### config.mk
export PLATFORM = sky130hd
export DESIGN_NAME = range_partition_request_steering
export DESIGN_NICKNAME = d
export VERILOG_FILES = /design/src/rtl/rps_pkg.sv /design/src/rtl/range_partition_request_steering.sv /design/src/rtl/rps_div.sv /design/src/rtl/rps_front.sv /design/src/rtl/rps_fifo.sv /design/src/rtl/rps_back.sv
export SDC_FILE = /design/constraint.sdc
export NUM_CORES = 2
export LEC_CHECK = 0
export BUFFER_PORTS_ARGS = -buffer_cell sky130_fd_sc_hd__buf_2
export CAP_MARGIN = 40
export CORE_MARGIN = 5
export CORE_UTILIZATION = 60
export DETAILED_ROUTE_END_ITERATION = 16
export GPL_ROUTABILITY_DRIVEN = 0
export PLACE_DENSITY = 0.76
export RECOVER_POWER = 100
export SETUP_SLACK_MARGIN = 0.15
export SLEW_MARGIN = 20
export SYNTH_ARGS = -nofsm -noshare
export SYNTH_HDL_FRONTEND = slang
export SYNTH_SLANG_ARGS = --single-unit
### constraint.sdc
create_clock -name clk -period 64.3 [get_ports clk]
set_input_delay 12.86 -clock clk [delete_from_list [all_inputs] [get_ports clk]]
set_output_delay 12.86 -clock clk [all_outputs]
set_load 0.02 [all_outputs]
### src/rtl/rps_pkg.sv
// ----------------------------------------------------------------------------
// rps_pkg
// Shared types, codes and defaults of the range partition request steering
// block.
// ----------------------------------------------------------------------------
`default_nettype none

package rps_pkg;

	// defaults for the top-level parameters
	localparam int MAX_SERVERS_DEF = 16;
	localparam int QUEUE_SLOTS_DEF = 256;

	// a scan never yields more results than this
	localparam int RESULT_CAP = 16;

	// front to back queue depth
	localparam int FIFO_DEPTH = 2;

	// register indexes of the configuration port
	localparam logic [1:0] CFG_SERVER_COUNT    = 2'd0;
	localparam logic [1:0] CFG_BASE_PORT       = 2'd1;
	localparam logic [1:0] CFG_KEYS_PER_SERVER = 2'd2;

	// reset values of the registers
	localparam logic [4:0]  SERVER_COUNT_RST    = 5'd1;
	localparam logic [15:0] BASE_PORT_RST       = 16'd1111;
	localparam logic [63:0] KEYS_PER_SERVER_RST = 64'hFFFF_FFFF_FFFF_FFFF;

	// input commands
	localparam logic [1:0] CMD_POINT = 2'd0;
	localparam logic [1:0] CMD_SCAN  = 2'd1;
	localparam logic [1:0] CMD_POP   = 2'd2;

	// result verdicts
	localparam logic [2:0] V_ENQ       = 3'd0;
	localparam logic [2:0] V_FULL      = 3'd1;
	localparam logic [2:0] V_BAD_PORT  = 3'd2;
	localparam logic [2:0] V_POPPED    = 3'd3;
	localparam logic [2:0] V_EMPTY     = 3'd4;
	localparam logic [2:0] V_BAD_RANGE = 3'd5;

	// classification made by the front
	typedef enum logic [2:0] {
		K_POINT,
		K_POINT_BAD,
		K_SCAN,
		K_SCAN_BAD,
		K_POP,
		K_POP_OOR
	} kind_t;

	// one classified word handed from front to back
	typedef struct packed {
		kind_t       kind;
		logic [3:0]  first;
		logic [3:0]  last;
		logic [63:0] s_lo;
		logic [63:0] s_hi;
		logic [63:0] e_lo;
		logic [63:0] e_hi;
		logic [63:0] step;
		logic [31:0] lim;
	} entry_t;

	// front sequencer states
	typedef enum logic [2:0] {
		F_IDLE,
		F_S_GO,
		F_S_WT,
		F_E_GO,
		F_E_WT,
		F_T_GO,
		F_T_WT,
		F_PUSH
	} fstate_t;

endpackage

`default_nettype wire

### src/rtl/range_partition_request_steering.sv
// ----------------------------------------------------------------------------
// range_partition_request_steering
// Steers point and range scan requests to per-server ring queues.
// ----------------------------------------------------------------------------
// Input channel (in_valid/in_stall) takes one request word; the output channel
// (out_valid/out_stall) delivers result words, each sub-scan of a range scan
// as its own word, last_of_run marking the final one. The config channel
// (cfg_valid/cfg_ready, ready always high) writes server_count, base_port and
// keys_per_server; write it only while the block is idle.
// Point and pop requests: the front stalls its input until it has pushed the
// word into the queue, and the back registers the result word. A range scan
// runs the shared 64-bit bit-serial divider up to three times (start server,
// end server, sub-range step) in the front, then the back emits one sub-scan
// word per cycle while out_stall is low. A scan with zero keys_per_server
// skips the two key divisions. A two-word queue parts front and back, so the
// front takes the next request while the back still drains or waits on
// out_stall. A stalled result word holds until taken.
// Reset clears all ring heads and tails and loads the register defaults.
// ----------------------------------------------------------------------------
`default_nettype none

module range_partition_request_steering #(
	parameter int MAX_SERVERS = rps_pkg::MAX_SERVERS_DEF,
	parameter int QUEUE_SLOTS = rps_pkg::QUEUE_SLOTS_DEF
) (
	input  wire logic        clk,
	input  wire logic        arst_n,
	input  wire logic        cfg_valid,
	output logic             cfg_ready,
	input  wire logic [1:0]  cfg_index,
	input  wire logic [63:0] cfg_data,
	input  wire logic        in_valid,
	output logic             in_stall,
	input  wire logic [1:0]  cmd,
	input  wire logic [15:0] dest_port,
	input  wire logic [63:0] start_key_lo,
	input  wire logic [63:0] start_key_hi,
	input  wire logic [63:0] end_key_lo,
	input  wire logic [63:0] end_key_hi,
	input  wire logic [31:0] item_limit,
	input  wire logic [3:0]  worker_index,
	output logic             out_valid,
	input  wire logic        out_stall,
	output logic [3:0]       server_index,
	output logic [63:0]      sub_start_lo,
	output logic [63:0]      sub_start_hi,
	output logic [63:0]      sub_end_lo,
	output logic [63:0]      sub_end_hi,
	output logic [31:0]      sub_item_limit,
	output logic [2:0]       verdict,
	output logic [7:0]       slot,
	output logic             last_of_run
);

	logic [4:0]  server_count_q;
	logic [15:0] base_port_q;
	logic [63:0] keys_per_server_q;

	logic            push, full, nonempty, pop;
	rps_pkg::entry_t push_entry, head;

	assign cfg_ready = 1'b1;

	// configuration registers
	always_ff @(posedge clk or negedge arst_n) begin
		if (!arst_n) begin
			server_count_q    <= rps_pkg::SERVER_COUNT_RST;
			base_port_q       <= rps_pkg::BASE_PORT_RST;
			keys_per_server_q <= rps_pkg::KEYS_PER_SERVER_RST;
		end else if (cfg_valid && cfg_ready) begin
			case (cfg_index)
				rps_pkg::CFG_SERVER_COUNT:    server_count_q    <= cfg_data[4:0];
				rps_pkg::CFG_BASE_PORT:       base_port_q       <= cfg_data[15:0];
				rps_pkg::CFG_KEYS_PER_SERVER: keys_per_server_q <= cfg_data;
				default: ;
			endcase
		end
	end

	rps_front #(.MAX_SERVERS(MAX_SERVERS)) u_front (
		.clk             (clk),
		.arst_n          (arst_n),
		.in_valid        (in_valid),
		.in_stall        (in_stall),
		.cmd             (cmd),
		.dest_port       (dest_port),
		.start_key_lo    (start_key_lo),
		.start_key_hi    (start_key_hi),
		.end_key_lo      (end_key_lo),
		.end_key_hi      (end_key_hi),
		.item_limit      (item_limit),
		.worker_index    (worker_index),
		.server_count    (server_count_q),
		.base_port       (base_port_q),
		.keys_per_server (keys_per_server_q),
		.push            (push),
		.push_entry      (push_entry),
		.fifo_full       (full)
	);

	rps_fifo u_fifo (
		.clk        (clk),
		.arst_n     (arst_n),
		.push       (push),
		.push_entry (push_entry),
		.full       (full),
		.pop        (pop),
		.nonempty   (nonempty),
		.head       (head)
	);

	rps_back #(.MAX_SERVERS(MAX_SERVERS), .QUEUE_SLOTS(QUEUE_SLOTS)) u_back (
		.clk            (clk),
		.arst_n         (arst_n),
		.nonempty       (nonempty),
		.head           (head),
		.pop            (pop),
		.out_valid      (out_valid),
		.out_stall      (out_stall),
		.server_index   (server_index),
		.sub_start_lo   (sub_start_lo),
		.sub_start_hi   (sub_start_hi),
		.sub_end_lo     (sub_end_lo),
		.sub_end_hi     (sub_end_hi),
		.sub_item_limit (sub_item_limit),
		.verdict        (verdict),
		.slot           (slot),
		.last_of_run    (last_of_run)
	);

endmodule

`default_nettype wire

### src/rtl/rps_div.sv
// ----------------------------------------------------------------------------
// rps_div
// Restoring 64-bit unsigned divider, one quotient bit per cycle.
// ----------------------------------------------------------------------------
`default_nettype none

module rps_div (
	input  wire logic        clk,
	input  wire logic        arst_n,
	input  wire logic        start,
	input  wire logic [63:0] dividend,
	input  wire logic [63:0] divisor,
	output logic             done,
	output logic [63:0]      quotient
);

	logic [63:0] rem_q;
	logic [63:0] quo_q;
	logic [63:0] dsr_q;
	logic [5:0]  cnt_q;
	logic        busy_q;
	logic        done_q;
	logic [64:0] shifted;
	logic [64:0] trial;

	// one trial subtract per cycle
	assign shifted = {rem_q, quo_q[63]};
	assign trial   = shifted - {1'b0, dsr_q};

	always_ff @(posedge clk or negedge arst_n) begin
		if (!arst_n) begin
			busy_q <= 1'b0;
			done_q <= 1'b0;
			cnt_q  <= '0;
		end else begin
			done_q <= 1'b0;
			if (start) begin
				busy_q <= 1'b1;
				cnt_q  <= '0;
			end else if (busy_q) begin
				cnt_q <= cnt_q + 6'd1;
				if (cnt_q == 6'd63) begin
					busy_q <= 1'b0;
					done_q <= 1'b1;
				end
			end
		end
	end

	// datapath, no reset needed
	always_ff @(posedge clk) begin
		if (start) begin
			rem_q <= '0;
			quo_q <= dividend;
			dsr_q <= divisor;
		end else if (busy_q) begin
			rem_q <= trial[64] ? shifted[63:0] : trial[63:0];
			quo_q <= {quo_q[62:0], ~trial[64]};
		end
	end

	assign done     = done_q;
	assign quotient = quo_q;

endmodule

`default_nettype wire

### src/rtl/rps_front.sv
// ----------------------------------------------------------------------------
// rps_front
// Accepts request words, maps scan keys to servers with the shared divider
// and pushes one classified word into the queue.
// ----------------------------------------------------------------------------
`default_nettype none

module rps_front #(
	parameter int MAX_SERVERS = rps_pkg::MAX_SERVERS_DEF
) (
	input  wire logic            clk,
	input  wire logic            arst_n,
	input  wire logic            in_valid,
	output logic                 in_stall,
	input  wire logic [1:0]      cmd,
	input  wire logic [15:0]     dest_port,
	input  wire logic [63:0]     start_key_lo,
	input  wire logic [63:0]     start_key_hi,
	input  wire logic [63:0]     end_key_lo,
	input  wire logic [63:0]     end_key_hi,
	input  wire logic [31:0]     item_limit,
	input  wire logic [3:0]      worker_index,
	input  wire logic [4:0]      server_count,
	input  wire logic [15:0]     base_port,
	input  wire logic [63:0]     keys_per_server,
	output logic                 push,
	output rps_pkg::entry_t      push_entry,
	input  wire logic            fifo_full
);

	localparam int DEPTH = (MAX_SERVERS < rps_pkg::RESULT_CAP) ?
		MAX_SERVERS : rps_pkg::RESULT_CAP;

	rps_pkg::fstate_t state_q, state_nx;

	logic [1:0]  cmd_q;
	logic [15:0] port_q;
	logic [63:0] s_lo_q, s_hi_q, e_lo_q, e_hi_q, step_q;
	logic [31:0] lim_q;
	logic [3:0]  wrk_q;
	logic [3:0]  first_q, last_q;

	logic [4:0]  n_act;
	logic [3:0]  n_m1;
	logic        acc;
	logic        div_start, div_done;
	logic [63:0] div_a, div_b, div_quo;
	logic [3:0]  clamp_q;
	logic [4:0]  split;
	logic [15:0] port_off;

	// servers in use: zero acts as one, capped at the queue count
	always_comb begin
		if (server_count == 5'd0) n_act = 5'd1;
		else if (server_count > 5'(DEPTH)) n_act = 5'(DEPTH);
		else n_act = server_count;
	end
	assign n_m1 = 4'(n_act - 5'd1);

	assign acc = in_valid && !in_stall;

	// divider quotient clamped to the last server
	assign clamp_q = (div_quo >= {59'd0, n_act}) ? n_m1 : div_quo[3:0];
	assign split   = {1'b0, last_q} - {1'b0, first_q} + 5'd1;

	// divider operands
	always_comb begin
		case (state_q)
			rps_pkg::F_T_GO: begin
				div_a = e_lo_q - s_lo_q;
				div_b = {59'd0, split};
			end
			rps_pkg::F_E_GO: begin
				div_a = e_lo_q;
				div_b = keys_per_server;
			end
			default: begin
				div_a = s_lo_q;
				div_b = keys_per_server;
			end
		endcase
	end

	rps_div u_div (
		.clk      (clk),
		.arst_n   (arst_n),
		.start    (div_start),
		.dividend (div_a),
		.divisor  (div_b),
		.done     (div_done),
		.quotient (div_quo)
	);

	// next state
	always_comb begin
		state_nx = state_q;
		case (state_q)
			rps_pkg::F_IDLE: begin
				if (acc) begin
					case (cmd)
						rps_pkg::CMD_POINT: state_nx = rps_pkg::F_PUSH;
						rps_pkg::CMD_POP:   state_nx = rps_pkg::F_PUSH;
						rps_pkg::CMD_SCAN:  state_nx = (keys_per_server == 64'd0) ?
							rps_pkg::F_T_GO : rps_pkg::F_S_GO;
						default:            state_nx = rps_pkg::F_IDLE;
					endcase
				end
			end
			rps_pkg::F_S_GO: state_nx = rps_pkg::F_S_WT;
			rps_pkg::F_S_WT: if (div_done) state_nx = rps_pkg::F_E_GO;
			rps_pkg::F_E_GO: state_nx = rps_pkg::F_E_WT;
			rps_pkg::F_E_WT: begin
				if (div_done) state_nx = (clamp_q < first_q) ?
					rps_pkg::F_PUSH : rps_pkg::F_T_GO;
			end
			rps_pkg::F_T_GO: state_nx = rps_pkg::F_T_WT;
			rps_pkg::F_T_WT: if (div_done) state_nx = rps_pkg::F_PUSH;
			rps_pkg::F_PUSH: if (!fifo_full) state_nx = rps_pkg::F_IDLE;
			default:         state_nx = rps_pkg::F_IDLE;
		endcase
	end

	// outputs
	always_comb begin
		in_stall  = (state_q != rps_pkg::F_IDLE);
		push      = (state_q == rps_pkg::F_PUSH) && !fifo_full;
		div_start = (state_q == rps_pkg::F_S_GO) || (state_q == rps_pkg::F_E_GO) ||
			(state_q == rps_pkg::F_T_GO);
	end

	always_ff @(posedge clk or negedge arst_n) begin
		if (!arst_n) state_q <= rps_pkg::F_IDLE;
		else state_q <= state_nx;
	end

	// request capture and server mapping
	always_ff @(posedge clk) begin
		if (acc) begin
			cmd_q   <= cmd;
			port_q  <= dest_port;
			s_lo_q  <= start_key_lo;
			s_hi_q  <= start_key_hi;
			e_lo_q  <= end_key_lo;
			e_hi_q  <= end_key_hi;
			lim_q   <= item_limit;
			wrk_q   <= worker_index;
			first_q <= n_m1;
			last_q  <= n_m1;
		end
		if (state_q == rps_pkg::F_S_WT && div_done) first_q <= clamp_q;
		if (state_q == rps_pkg::F_E_WT && div_done) last_q  <= clamp_q;
		if (state_q == rps_pkg::F_T_WT && div_done) step_q  <= div_quo;
	end

	// classification
	assign port_off = port_q - base_port;

	always_comb begin
		push_entry       = '0;
		push_entry.s_lo  = s_lo_q;
		push_entry.s_hi  = s_hi_q;
		push_entry.e_lo  = e_lo_q;
		push_entry.e_hi  = e_hi_q;
		push_entry.step  = step_q;
		push_entry.lim   = lim_q;
		push_entry.first = first_q;
		push_entry.last  = last_q;
		case (cmd_q)
			rps_pkg::CMD_POINT: begin
				push_entry.first = port_off[3:0];
				push_entry.kind  = (port_q < base_port || port_off >= {11'd0, n_act}) ?
					rps_pkg::K_POINT_BAD : rps_pkg::K_POINT;
			end
			rps_pkg::CMD_POP: begin
				push_entry.first = wrk_q;
				push_entry.kind  = ({1'b0, wrk_q} < n_act) ?
					rps_pkg::K_POP : rps_pkg::K_POP_OOR;
			end
			default: begin
				push_entry.kind = (last_q < first_q) ? rps_pkg::K_SCAN_BAD : rps_pkg::K_SCAN;
			end
		endcase
	end

endmodule

`default_nettype wire

### src/rtl/rps_fifo.sv
// ----------------------------------------------------------------------------
// rps_fifo
// Small queue of classified words between front and back.
// ----------------------------------------------------------------------------
`default_nettype none

module rps_fifo (
	input  wire logic             clk,
	input  wire logic             arst_n,
	input  wire logic             push,
	input  wire rps_pkg::entry_t  push_entry,
	output logic                  full,
	input  wire logic             pop,
	output logic                  nonempty,
	output rps_pkg::entry_t       head
);

	localparam int AW = (rps_pkg::FIFO_DEPTH > 1) ? $clog2(rps_pkg::FIFO_DEPTH) : 1;
	localparam int CW = $clog2(rps_pkg::FIFO_DEPTH + 1);

	rps_pkg::entry_t mem_q [rps_pkg::FIFO_DEPTH];
	logic [AW-1:0] wp_q, rp_q;
	logic [CW-1:0] cnt_q;

	assign full     = (cnt_q == CW'(rps_pkg::FIFO_DEPTH));
	assign nonempty = (cnt_q != '0);
	assign head     = mem_q[rp_q];

	// pointers and fill count
	always_ff @(posedge clk or negedge arst_n) begin
		if (!arst_n) begin
			wp_q  <= '0;
			rp_q  <= '0;
			cnt_q <= '0;
		end else begin
			if (push) wp_q <= (wp_q == AW'(rps_pkg::FIFO_DEPTH - 1)) ? '0 : wp_q + 1'b1;
			if (pop)  rp_q <= (rp_q == AW'(rps_pkg::FIFO_DEPTH - 1)) ? '0 : rp_q + 1'b1;
			if (push && !pop) cnt_q <= cnt_q + 1'b1;
			else if (pop && !push) cnt_q <= cnt_q - 1'b1;
		end
	end

	always_ff @(posedge clk) begin
		if (push) mem_q[wp_q] <= push_entry;
	end

endmodule

`default_nettype wire

### src/rtl/rps_back.sv
// ----------------------------------------------------------------------------
// rps_back
// Carries out queued words: ring enqueue and pop, one result word per cycle
// while the output is not stalled, scans walk their servers from first to last.
// ----------------------------------------------------------------------------
`default_nettype none

module rps_back #(
	parameter int MAX_SERVERS = rps_pkg::MAX_SERVERS_DEF,
	parameter int QUEUE_SLOTS = rps_pkg::QUEUE_SLOTS_DEF
) (
	input  wire logic         clk,
	input  wire logic         arst_n,
	input  wire logic         nonempty,
	input  wire rps_pkg::entry_t head,
	output logic              pop,
	output logic              out_valid,
	input  wire logic         out_stall,
	output logic [3:0]        server_index,
	output logic [63:0]       sub_start_lo,
	output logic [63:0]       sub_start_hi,
	output logic [63:0]       sub_end_lo,
	output logic [63:0]       sub_end_hi,
	output logic [31:0]       sub_item_limit,
	output logic [2:0]        verdict,
	output logic [7:0]        slot,
	output logic              last_of_run
);

	localparam int DEPTH = (MAX_SERVERS < rps_pkg::RESULT_CAP) ?
		MAX_SERVERS : rps_pkg::RESULT_CAP;
	localparam int IW = (DEPTH > 1) ? $clog2(DEPTH) : 1;
	localparam int PW = (QUEUE_SLOTS > 1) ? $clog2(QUEUE_SLOTS) : 1;

	logic [PW-1:0] head_q [DEPTH];
	logic [PW-1:0] tail_q [DEPTH];

	logic        mid_q;
	logic [3:0]  cur_q;
	logic [63:0] cur_lo_q, cur_hi_q;

	logic        fire;
	logic [3:0]  q;
	logic [IW-1:0] qi;
	logic [PW-1:0] h, t, nh, nt;
	logic        is_full, is_empty;
	logic        do_enq, do_deq, scan_end;

	logic [3:0]  r_srv;
	logic [63:0] r_sl, r_sh, r_el, r_eh;
	logic [31:0] r_lim;
	logic [2:0]  r_v;
	logic [7:0]  r_slot;
	logic        r_last;

	assign fire = nonempty && (!out_valid || !out_stall);

	// ring lookup for the server in hand
	assign q  = (head.kind == rps_pkg::K_SCAN && mid_q) ? cur_q : head.first;
	assign qi = IW'(q);
	assign h  = head_q[qi];
	assign t  = tail_q[qi];
	assign nh = (h == PW'(QUEUE_SLOTS - 1)) ? '0 : h + 1'b1;
	assign nt = (t == PW'(QUEUE_SLOTS - 1)) ? '0 : t + 1'b1;
	assign is_full  = (nh == t);
	assign is_empty = (h == t);
	assign scan_end = (q == head.last);

	// result word
	always_comb begin
		r_srv  = q;
		r_sl   = '0;
		r_sh   = '0;
		r_el   = '0;
		r_eh   = '0;
		r_lim  = '0;
		r_v    = rps_pkg::V_ENQ;
		r_slot = '0;
		r_last = 1'b1;
		do_enq = 1'b0;
		do_deq = 1'b0;
		case (head.kind)
			rps_pkg::K_POINT: begin
				do_enq = !is_full;
				r_v    = is_full ? rps_pkg::V_FULL : rps_pkg::V_ENQ;
				r_slot = is_full ? 8'd0 : 8'(h);
			end
			rps_pkg::K_POINT_BAD: begin
				r_srv = '0;
				r_v   = rps_pkg::V_BAD_PORT;
			end
			rps_pkg::K_SCAN: begin
				r_sl   = mid_q ? cur_lo_q : head.s_lo;
				r_sh   = mid_q ? cur_hi_q : head.s_hi;
				r_el   = scan_end ? head.e_lo : r_sl + head.step;
				r_eh   = scan_end ? head.e_hi : head.s_hi;
				r_lim  = head.lim;
				r_last = scan_end;
				do_enq = !is_full;
				r_v    = is_full ? rps_pkg::V_FULL : rps_pkg::V_ENQ;
				r_slot = is_full ? 8'd0 : 8'(h);
			end
			rps_pkg::K_SCAN_BAD: begin
				r_sl  = head.s_lo;
				r_sh  = head.s_hi;
				r_el  = head.e_lo;
				r_eh  = head.e_hi;
				r_lim = head.lim;
				r_v   = rps_pkg::V_BAD_RANGE;
			end
			rps_pkg::K_POP: begin
				do_deq = !is_empty;
				r_v    = is_empty ? rps_pkg::V_EMPTY : rps_pkg::V_POPPED;
				r_slot = is_empty ? 8'd0 : 8'(t);
			end
			default: begin
				r_v = rps_pkg::V_EMPTY;
			end
		endcase
	end

	assign pop = fire && r_last;

	// output register and scan walk
	always_ff @(posedge clk or negedge arst_n) begin
		if (!arst_n) begin
			out_valid <= 1'b0;
			mid_q     <= 1'b0;
			for (int i = 0; i < DEPTH; i++) begin
				head_q[i] <= '0;
				tail_q[i] <= '0;
			end
		end else begin
			if (fire) out_valid <= 1'b1;
			else if (!out_stall) out_valid <= 1'b0;
			if (fire) begin
				mid_q <= !r_last;
				if (do_enq) head_q[qi] <= nh;
				if (do_deq) tail_q[qi] <= nt;
			end
		end
	end

	always_ff @(posedge clk) begin
		if (fire) begin
			cur_q          <= q + 4'd1;
			cur_lo_q       <= r_el;
			cur_hi_q       <= r_eh;
			server_index   <= r_srv;
			sub_start_lo   <= r_sl;
			sub_start_hi   <= r_sh;
			sub_end_lo     <= r_el;
			sub_end_hi     <= r_eh;
			sub_item_limit <= r_lim;
			verdict        <= r_v;
			slot           <= r_slot;
			last_of_run    <= r_last;
		end
	end

endmodule

`default_nettype wire

# Yosys cells after proc, flatten, opt, wreduce, memory -nomap -nowiden
# Memories as Yosys holds them, arrays and structs flattened.
# Cells that the tools add are included.
# classes
add_sub_neg	15
mul	0
div_mod_pow	0
order_cmp	9
n_eq_ne	29
shifts	0
mux	71
bitwise	2
reduce_logical	46
# op_table
operator	n
one-hot mux 64 bit (2 select lines)	5
two-way mux 64 bit	7
bitwise mux 128 bit	2
two-way mux 8 bit	9
subtractor 65 x 64 -> 65 bit	1
adder 64 bit	1
binary-select mux 8 bit (select 4 bit)	2
>= comparator 64 x 5 -> 1 bit	1
logical NOT 64 bit	1
subtractor 64 bit	1
demux 8 bit (select 4 bit)	1
one-hot mux 3 bit (8 select lines)	1
two-way mux 3 bit	7
two-way mux 4 bit	5
two-way mux 1 bit	19
adder 8 x 1 -> 8 bit (second input constant)	2
== test 8 bit	2
== test 8 bit (second input constant)	2
>= comparator 16 x 5 -> 1 bit	1
less-than comparator 16 bit	1
one-hot mux 8 bit (2 select lines)	1
subtractor 16 bit	1
== test 3 bit (second input constant)	5
two-way mux 5 bit	3
39 further kinds	91
# word_totals
ff_bits	1240
latchBits	0
mem_bits_rw	726
rom_bits	0
in_bits	381
output_inout_bits	307
wordCells	242
mem_count	1
# memory_table
memory	depth	word_bits	rd	rd_clocked_by_memory_dff	wr	line_no	rtl
u_fifo.mem_q	2	363	1	0	1	rps_fifo.sv:21	rps_pkg::entry_t mem_q [rps_pkg::FIFO_DEPTH];

# Logic depth before layout (Yosys ltp)
# An unclocked memory read counts as a cell.
# logic_depth
word_depth	14
mapped_depth	23
mapped_depth_nobuf	19

# By module
# A second synthesis with hierarchy kept.
# unflattened
hier_cells	7054
hier_area_um2	93669.8
# by_module_without_submodules
mod	instances	cells_per_inst	area_per_inst_um2	seq_area_each_um2
rps_back	1	2954	31194.9	15705.1
rps_fifo	1	1146	28175.8	21901.0
rps_front	1	1569	19065.8	11546.1
rps_div	1	1202	11703.7	5325.1
range_partition_request_steering	1	183	3529.6	2215.9

# Least setup slack after synthesis
# OpenSTA, ideal clock, no wires.
# synth_path
path_type	register to register
from	register u_front.state_q[1]
to	memory u_fifo.mem_q[0][0] (netlist name), enable pin
arrival_time_ns	25.255
t_required_ns	62.767
slack_ns	37.512
stages_incl_launch_ff	4
path_cell_list	dfrtp_1 > clkbuf_1 > nand2_1 > nor3_1
# synth_between
elab_chain_cells	4
# synth_lines
element	line_no	rtl
start: declaration	rps_front.sv:34	rps_pkg::fstate_t state_q, state_nx;
start signal: assignment	rps_front.sv:132	if (!arst_n) state_q <= rps_pkg::F_IDLE;
start signal: assignment	rps_front.sv:133	else state_q <= state_nx;
== test 3 bit	rps_front.sv:126	push = (state_q == rps_pkg::F_PUSH) && !fifo_full;
logical AND 1 bit	rps_front.sv:126	
two-way mux 1 bit	rps_fifo.sv:44	if (push) mem_q[wp_q] <= push_entry;
two-way mux 1 bit (not written as such)	rps_fifo.sv:44	
end: declaration	rps_fifo.sv:21	
# No other way between the ends.

==> impl_results.md <==
* Outcome: complete, but fails checks
* Worst Setup SP: arst_n
* Pin count of the biggest net entering global routing at 156
* Via count at 59800
* # nets final at 7936
* Synth Cell Area at 91200 um2
* F_max at 0.0403 GHz
* Vias in the first global route at 59100
* # DRC at 0
* Global Route Usage Sum at 30.1%
* Slew Limit Fails at 2835
* Final Non-Filler Cells at 9551
* Sequential element share of the synthesized area at 62.2%
* Wirelength, routed at 247 mm
* Met1 Resource Use GR at 40.1%
* Initial antenna violation count at 57
* Core area at 152000 um2
* Drt wl/cell at 25.9 um
* Vert. Die Dim at 400 um
* Dpl ws at 48.61 ns
* Max cap viols at 55
* Initial Util at 60.2%
* GRT met3 Usage at 6.83%
* Async SR Flop Fraction at 18.2%
* DIE AREA at 160000 um2
* CTS tree: built
* 1st-pass router iterations at 9
* Post-DP HPWL at 168 mm
* GR peak layer: met2
* First-pass GRT wire length at 364 mm
* R2r startpoint: u_fifo.rp_q$_DFFE_PN0P_
* Reg with most FFs: u_fifo.mem_q
* Syn nets at 7244
* Final setup viols at 0
* Total CTS buffers at 196
* Pwr per Cell Area at 25.3 nW/um2
* Clock root buffer: clkbuf_16
* Register bit count reported by yosys at 1966
* Clock transition at the registers of the reported paths at 0.06 ns
* Post-route core utilization at 67.8%
* Row Count at 143
* CTS resizes at 0
* Total Neg Setup Slack at 0 ns
* DR iter-0 viols at 5577
* Port Buffers at 686
* CP Capture Type: asynchronous set/reset pin
* Clk_lat worst skew at 0.85 ns
* Worst min-delay path startpoint: u_front.step_q[37]$_DFFE_PP_
* Share of cells above drive strength 1 at 16.4%
* Total power at 2.60 mW
* Rel. slew slack at -557%
* Startpoint Class: primary input
* Syn-to-layout area delta at 12.7%
* Post-synth EDFFs at 1544
* Worst setup path class: in2async
* Top-level I/O count at 688
* Grt total ovfl at 0
* P_leak at 37.5 nW
* Die width at 400 um
* Yosys warnings at 0
* Crit path required time at 64.53 ns
* Fin. Hold Viols at 0
* Post-CTS Setup Bufs at 0
* Crit-path max FO at 97
* Final WS setup at 39.49 ns
* Distinct cell type count after synthesis at 98
* Unrepaired setup endpoints after global routing: false
* Final Cycle Share at 38.6%
* Antenna-violating nets left at 0
* Cells after Synth at 6617
* Routed vias/inst at 6.26
* Fin crit period at 24.81 ns
* Max reg flops at 726
* VDD IR max at 0.0251 mV
* Violated checks: max-capacitance violations, max-slew violations
* Post-CTS Hold Fix Bufs at 0
* Crit path DAT at 25.04 ns
* Fillers at 10700
* Dpl cells at 9130
* Clock Skews at 0.0535 ns
* Worst-margin pin slew at 9.86 ns
* Largest regs: u_fifo.mem_q: 726 flops, u_back.head_q: 128 flops, u_back.tail_q: 128 flops
* Syn Area/Cell at 13.8 um2
* Hold Path Class: reg2reg
* Grt met2 use at 48.2%
* Depth of the CTS H-tree at 4
* Top_reg_cell synth: edfxtp_1
* CTS Sinks at 1966
* CTS max path bufs at 3
power by group:
group	total (mW)	internal [mW]	switching, mW	leakage [nW]
logic	0.0613	0.0293	0.0319	15.9
registers	1.39	1.38	0.00876	18.4
clock network	1.15	0.652	0.499	3.15
critical path: stages:
cell      delay, ns
clkbuf_1       2.27
clkbuf_1       3.77
clkbuf_1       0.81
clkbuf_1       2.35
clkbuf_1       0.58
clkbuf_1       2.23
final timing paths:
path	end	slack [ns]	cells past startpoint
max	u_back.tail_q[22]$_DFFE_PN0P_	39.49	6
min	u_fifo.mem_q[1][69]$_DFFE_PP_	0.42	0
max reg2reg	u_back.sub_end_lo[63]$_SDFFCE_PN0P_	43.89	15
min reg2reg	u_fifo.mem_q[1][69]$_DFFE_PP_	0.42	0
max in group clk	u_back.sub_end_lo[63]$_SDFFCE_PN0P_	43.89	15
min in group asynchronous	u_back.head_q[112]$_DFFE_PN0P_	13.12	1
layer usage:
layer / share of wire [%] / vias up
li1: - / 26600
met1: 39 / 29700
met2: 47 / 2856
met3: 9.3 / 584
met4: 4.7 / 14
met5: 0.042 / -
synth_stat cells, types with 12 or more instances:
library cell | number | area share (%)
ha_1 | 240 | 3.3
nand2_1 | 360 | 1.5
o211ai_1 | 15 | 0.12
edfxtp_1 | 1544 | 51
a21oi_1 | 318 | 1.7
o21a_1 | 34 | 0.28
and2_1 | 75 | 0.51
nand3_1 | 57 | 0.31
and3_1 | 20 | 0.14
a2bb2oi_1 | 81 | 0.78
o21ai_0 | 404 | 2.2
mux2_1 | 12 | 0.15
mux2_2 | 426 | 5.3
dfrtp_1 | 287 | 7.9
a311oi_4 | 12 | 0.35
mux4_2 | 88 | 2.2
nor2b_1 | 27 | 0.19
nor2_1 | 307 | 1.3
a31oi_1 | 43 | 0.30
inv_1 | 277 | 1.1
o31ai_1 | 18 | 0.15
o22ai_1 | 90 | 0.62
or3_1 | 20 | 0.14
a21o_1 | 132 | 1.1
o21bai_1 | 31 | 0.26
dfxtp_1 | 64 | 1.4
nand4_1 | 36 | 0.25
buf_2 | 32 | 0.18
clkbuf_1 | 241 | 0.99
nand2b_1 | 29 | 0.20
dfstp_2 | 71 | 2.0
buf_1 | 28 | 0.12
o32ai_1 | 16 | 0.15
a211oi_1 | 23 | 0.19
xor2_1 | 63 | 0.61
a22o_1 | 66 | 0.63
nor3_1 | 42 | 0.23
mux2i_1 | 522 | 5.7
nor4_1 | 37 | 0.25
o221ai_1 | 15 | 0.14
a22oi_1 | 23 | 0.19
xnor2_1 | 152 | 1.5
o2bb2ai_1 | 33 | 0.32
cells by family after synthesis:
kind of cell / share of synthesized area, %
AO/OA/AOI/OAI: 10.8
buffers and inverters: 2.60
XOR/XNOR: 2.07
other: 0.00411
AND/OR/NAND/NOR: 5.50
flip-flops: 62.2
multiplexers: 13.4
adder cells (fa/ha/maj): 3.43
final cells by class:
cell class	instances	area, um2	share of cell area, %
antenna	42	105	0.102
multi-input combinational	4054	31900	31.1
inverter	280	1060	1.03
clock inverter	128	1380	1.34
tap	2030	2540	2.47
timing repair buffer	811	3850	3.75
clock buffer	240	5150	5.01
sequential	1966	56700	55.2
layout by cell type (no fill, tap or decap), types with 65 or more instances in the layout:
master,synthesis,layout
nand2_1,360,359
a21o_1,132,131
edfxtp_1,1544,1544
ha_1,240,240
a21oi_1,318,318
inv_1,277,274
mux4_2,88,88
nor2_1,307,298
clkbuf_1,241,491
mux2_2,426,354
dfrtp_1,287,284
xnor2_1,152,150
mux2_1,12,83
nand3_1,57,65
buf_2,32,302
o22ai_1,90,90
clkbuf_16,0,196
a22o_1,66,66
dfstp_2,71,70
o21ai_0,404,406
a2bb2oi_1,81,81
mux2i_1,522,523
stage by stage:
step / hold slack [ns] / cell area, um2
floorplan: 0.421 / 91200
global placement: 0.422 / 96700
detailed placement: 0.429 / 97500
CTS: 0.422 / 104000
global route: 0.439 / 103000
finish: 0.424 / 103000
Power figures use the tool's default switching activity.
